$ cat src/rtl/core/plfrp_pkg.sv
package plfrp_pkg;

   localparam int unsigned SEED_W = 48;
   localparam int unsigned HALF_W = 24;
   localparam int unsigned TAG_W  = 184;

   // Step multiplier, whole and split into its low 24 and upper 11 bits.
   localparam logic [SEED_W-1:0] LCG_MUL    = 48'h0005_DEEC_E66D;
   localparam logic [HALF_W-1:0] LCG_MUL_LO = 24'hEC_E66D;
   localparam logic [10:0]       LCG_MUL_HI = 11'h5DE;
   localparam logic [SEED_W-1:0] LCG_ADD    = 48'h0000_0000_000B;

   localparam logic [31:0]        HASH_X_MUL  = 32'd3129871;
   localparam logic signed [27:0] HASH_Z_MUL  = 28'sd116129781;
   localparam logic [25:0]        HASH_SQ_MUL = 26'd42317861;

   // Band tags as character codes, first character in the highest byte used.
   localparam logic [TAG_W-1:0] FLOOR_TAG = {
      8'd109, 8'd105, 8'd110, 8'd101, 8'd99, 8'd114, 8'd97, 8'd102, 8'd116, 8'd58,
      8'd98, 8'd101, 8'd100, 8'd114, 8'd111, 8'd99, 8'd107, 8'd95, 8'd102, 8'd108,
      8'd111, 8'd111, 8'd114
   };
   localparam logic [TAG_W-1:0] ROOF_TAG = {
      8'd0,
      8'd109, 8'd105, 8'd110, 8'd101, 8'd99, 8'd114, 8'd97, 8'd102, 8'd116, 8'd58,
      8'd98, 8'd101, 8'd100, 8'd114, 8'd111, 8'd99, 8'd107, 8'd95, 8'd114, 8'd111,
      8'd111, 8'd102
   };

   // Polynomial hash with base 31 over the n characters in the low bytes.
   function automatic logic [31:0] tag_hash(input logic [TAG_W-1:0] t, input int unsigned n);
      logic [31:0] h;
      h = '0;
      for (int unsigned i = 0; i < n; i++) begin
         h = 32'd31 * h + {24'd0, t[8*(n-1-i) +: 8]};
      end
      return h;
   endfunction

   localparam logic [31:0] FLOOR_HASH = tag_hash(FLOOR_TAG, 23);
   localparam logic [31:0] ROOF_HASH  = tag_hash(ROOF_TAG, 22);
   localparam logic [SEED_W-1:0] FLOOR_SALT = {{16{FLOOR_HASH[31]}}, FLOOR_HASH};
   localparam logic [SEED_W-1:0] ROOF_SALT  = {{16{ROOF_HASH[31]}}, ROOF_HASH};

   typedef struct packed {
      logic       is_floor;
      logic       is_roof;
      logic [2:0] y_low;
   } band_type;

   typedef struct packed {
      band_type    band;
      logic [15:0] hi;
   } band_hi_type;

   typedef struct packed {
      band_type          band;
      logic [SEED_W-1:0] hash;
   } band_hash_type;

   typedef struct packed {
      band_type          band;
      logic [SEED_W-1:0] hash;
      logic [15:0]       hi;
   } band_hash_hi_type;

endpackage

$ cat src/rtl/core/plfrp_lcg_step.sv
module plfrp_lcg_step
   import plfrp_pkg::*;
#(
   parameter int unsigned SIDE_W = 5
) (
   input  logic              clock,
   input  logic              reset,
   input  logic              en,
   input  logic              in_valid,
   input  logic [SEED_W-1:0] in_seed,
   input  logic [SIDE_W-1:0] in_side,
   output logic              out_valid,
   output logic [SEED_W-1:0] out_seed,
   output logic [SIDE_W-1:0] out_side
);

   logic              p_valid_ff;
   logic              a_valid_ff;
   logic [SEED_W-1:0] p0_ff, p0_in;
   logic [HALF_W-1:0] p1_ff, p1_in;
   logic [HALF_W-1:0] p2_ff, p2_in;
   logic [SIDE_W-1:0] p_side_ff;
   logic [SEED_W-1:0] a_seed_ff, a_seed_in;
   logic [SIDE_W-1:0] a_side_ff;

   // Only the low 48 bits of the product survive, so the upper-by-upper
   // partial product drops out and the cross terms are needed to 24 bits.
   assign p0_in = in_seed[HALF_W-1:0] * LCG_MUL_LO;
   assign p1_in = in_seed[SEED_W-1:HALF_W] * LCG_MUL_LO;
   assign p2_in = in_seed[HALF_W-1:0] * LCG_MUL_HI;

   assign a_seed_in = p0_ff + {p1_ff + p2_ff, {HALF_W{1'b0}}} + LCG_ADD;

   always_ff @(posedge clock) begin
      if (reset) begin
         p_valid_ff <= 1'b0;
         a_valid_ff <= 1'b0;
      end else if (en) begin
         p_valid_ff <= in_valid;
         a_valid_ff <= p_valid_ff;
      end
   end

   always_ff @(posedge clock) begin
      if (en) begin
         p0_ff     <= p0_in;
         p1_ff     <= p1_in;
         p2_ff     <= p2_in;
         p_side_ff <= in_side;
         a_seed_ff <= a_seed_in;
         a_side_ff <= p_side_ff;
      end
   end

   assign out_valid = a_valid_ff;
   assign out_seed  = a_seed_ff;
   assign out_side  = a_side_ff;

endmodule

$ cat config.mk
export PLATFORM = sky130hd
export DESIGN_NAME = plfrp_lcg_step
export DESIGN_NICKNAME = d
export VERILOG_FILES = /design/src/rtl/core/plfrp_pkg.sv /design/src/rtl/core/plfrp_lcg_step.sv
export SDC_FILE = /design/constraint.sdc
export NUM_CORES = 2
export LEC_CHECK = 0
export ABC_AREA = 1
export BUFFER_PORTS_ARGS = -buffer_cell sky130_fd_sc_hd__buf_4
export CAP_MARGIN = 10
export CORE_MARGIN = 2
export CORE_UTILIZATION = 25
export CTS_BUF_LIST = sky130_fd_sc_hd__clkbuf_4
export DETAILED_ROUTE_END_ITERATION = 8
export SLEW_MARGIN = 15
export SYNTH_ARGS = -nofsm -noshare
export SYNTH_HDL_FRONTEND = slang
export SYNTH_SLANG_ARGS = --single-unit
export TNS_END_PERCENT = 100
$ cat constraint.sdc
create_clock -name clock -period 6 [get_ports clock]
set_input_delay 0.9 -clock clock [delete_from_list [all_inputs] [get_ports clock]]
set_output_delay 0.9 -clock clock [all_outputs]
set_load 0.1 [all_outputs]
==> run metrics <==
status=complete, no violations; vias per inst=4.280; Seq cells post-synth=154; total track usage=~16%; most common cell after layout, fill and taps aside=inv_1; number of global-route vias before repair=23150; dpl hpwl=82680 µm; crit path launch type=input pin; CTS Buf Count=17; input/output buffers=110; register clock-pin slew on the reported worst setup and hold paths=0.15 ns; max cap viols=0; Mapped Nets=4099; CTS root buf=clkbuf_4; largest net degree at the start of global routing=67; gpl congestion=0.9619; I/O pin cnt=111; Clock Path Buffers=2; Post-synth EDFFs=approximately 150; post-synthesis sequential area ratio=16.04%; Mean Syn Cell Area=9.066 µm²; CTS sink count=approximately 150; Worst Hold Launch=reset; worst skew pair latency=0.66 ns; area delta synth->final=21.85%; dominant cells by area after synthesis=fa_1, ha_1, edfxtp_1; first-pass GRT wire length=~140000 µm; antenna violations before repair=2; final hold viol count=0; Crit path arrival time=around 6.3 ns; Worst R2R Setup Slack=between 1.5 and 2 ns; final setup fails=0; Cell Area, Synth=0.02870 mm²; Clock Skew=0.03053 ns; unrepaired setup endpoints after global routing=true; drt total wl=90310 µm; Worst R2R Path Depth=18; global route overflow=0; Slew @ Worst Pin=0.8552 ns; Initial DRC Count=1536; YS warnings=0; fraction of layout cells with a size suffix above 1=17.29%; nets@finish=roughly 4600; # H-tree levels=4; Die Wd=around 340 µm; critical path type=input pin to flip-flop; FMAX=~0.17 GHz; Core Box Area=0.1140 mm²; Slew HR=between 40 and 50%; Hold Crit Class=input pin to flip-flop; Tmin final=5.929 ns; fill cell count=between 10000 and 15000; Hold Path Sink=out_valid; Cell variety after synth=49; worst r2r dst=out_seed[43]; crit end category=flip-flop; initial core utilization=25.17%; hold_buf cts=0; first drt pass iteration count=5; Post-synth ARST share=0%; drc violations=0; placed cell count=5204; Pins Over Slew Limit=0; worst-path fanout max=6; die area=0.1175 mm²; drt wl/cell=about 17 µm; Synth Instances=3166; area leader, netlist=fa_1; Non-Filler Instances=5237; Yosys top cell area share=31.66%; Worst EP required=6.39 ns; Top FF cell, synth=edfxtp_1; R2R Path Start=p0_ff[0]; via count=about 22000; Die Ht=342.8 µm; final worst path period share=98.82%; row cnt=124; most frequent cells in the layout=inv_1, buf_4, nand2_1; CTS tree=done; hold depth=2; final antenna-violating net count=0
## cell usage after synthesis, drive strengths merged (5+ instances only)
| master | number |
|---|---|
| inv | 840 |
| nand2 | 476 |
| fa | 454 |
| ha | 422 |
| nor2 | 211 |
| edfxtp | 152 |
| a21oi | 147 |
| xor2 | 95 |
| nand3 | 92 |
| o21ai | 78 |
| xnor2 | 50 |
| nand4 | 33 |
| nor3 | 25 |
| o21bai | 18 |
| a31oi | 17 |
| a21o | 15 |
| nor4 | 7 |
| a21boi | 6 |
| o211ai | 5 |
## worst max-delay path by stage
stage	slack, ns	cells past startpoint	endpoint	startpoint
after floorplan	0.11	21	p0_ff[42]	in_seed[6]
after global placement	-0.72	26	p0_ff[32]	in_seed[11]
after detailed placement	-0.68	23	p0_ff[45]	in_seed[11]
after CTS	0.07	23	p0_ff[45]	in_seed[11]
after global routing	-0.04	26	p0_ff[32]	in_seed[15]
final	0.07	26	p0_ff[32]	in_seed[16]
## sequential cells by signal (all words and copies together), names as in the netlist
signal / cells
p0_ff: 48
p_side_ff: 5
out_side: 5
out_seed: 48
p1_ff: 24
p_valid_ff: 1
out_valid: 1
p2_ff: 22
## per-stage QoR
stage / util (%) / area, µm² / hold slack (ns) / setup slack [ns] / TNS [ns]
finish: 30.67 / 34970 / 0.3879 / 0.07107 / 0
global route: 30.67 / 34970 / 0.3285 / -0.04038 / -0.08253
CTS: 30.57 / 34860 / 0.3076 / 0.06657 / 0
detailed placement: 30.31 / 34560 / 0.4057 / -0.6784 / -17.42
global placement: 30.31 / 34560 / 0.4004 / -0.7172 / -17.44
floorplan: - / 28700 / 0.4003 / 0.1075 / 0
## logic make-up (layout without fill, tap and decap cells)
family,count (synthesis),in the layout,synth area share (%)
AND/OR/NAND/NOR,856,856,12.65
adder cells (fa/ha/maj),876,876,50.06
buffers and inverters,841,1399,11.00
flip-flops,154,154,16.04
other,0,1,0
XOR/XNOR,145,145,4.424
AO/OA/AOI/OAI,294,294,5.824
## metal layers
layer	GRT usage (%)	routed length [µm]
met3	2.161	4790
met4	2.787	1326
met2	24.29	40110
met1	22.79	44070
met5	0	13
## layout make-up
cell class / instances / area [µm²] / area share (%)
Timing Repair Buffer: 526 / 3965 / 11.34
Multi-Input combinational cell: 2171 / 21050 / 60.19
Clock buffer: 17 / 127.6 / 0.3649
Sequential cell: 154 / 4604 / 13.16
Inverter: 841 / 3157 / 9.026
Antenna cell: 1 / 2.502 / 0.007155
Tap cell: 1512 / 1892 / 5.409
Clock inverter: 15 / 175.2 / 0.5008
## timing repair
item | CTS | global route
setup endpoints to repair | 0 | 18
gates resized for setup | 0 | 32
buffers inserted | 0 | 0
## worst max-delay path: stages
cell and delay, ns:
buf_4 0.15, ha_1 0.34, inv_1 0.14, fa_1 0.46
fa_1 0.54, fa_1 0.52, inv_1 0.05, fa_1 0.54
inv_1 0.05, fa_1 0.45, fa_1 0.49, inv_1 0.04
ha_1 0.30, buf_4 0.17, nand2_1 0.11, nor2_1 0.06
inv_1 0.11, nor2_1 0.07, nor2_1 0.17, nand2_2 0.11
nand2_1 0.07, nand2_1 0.08, nand2_1 0.14, nand2_1 0.07
nand2_1 0.08, nand2_2 0.11
Power is not shown: default switching activity piles up to over one toggle a cycle in this logic, so the estimate is an artifact.
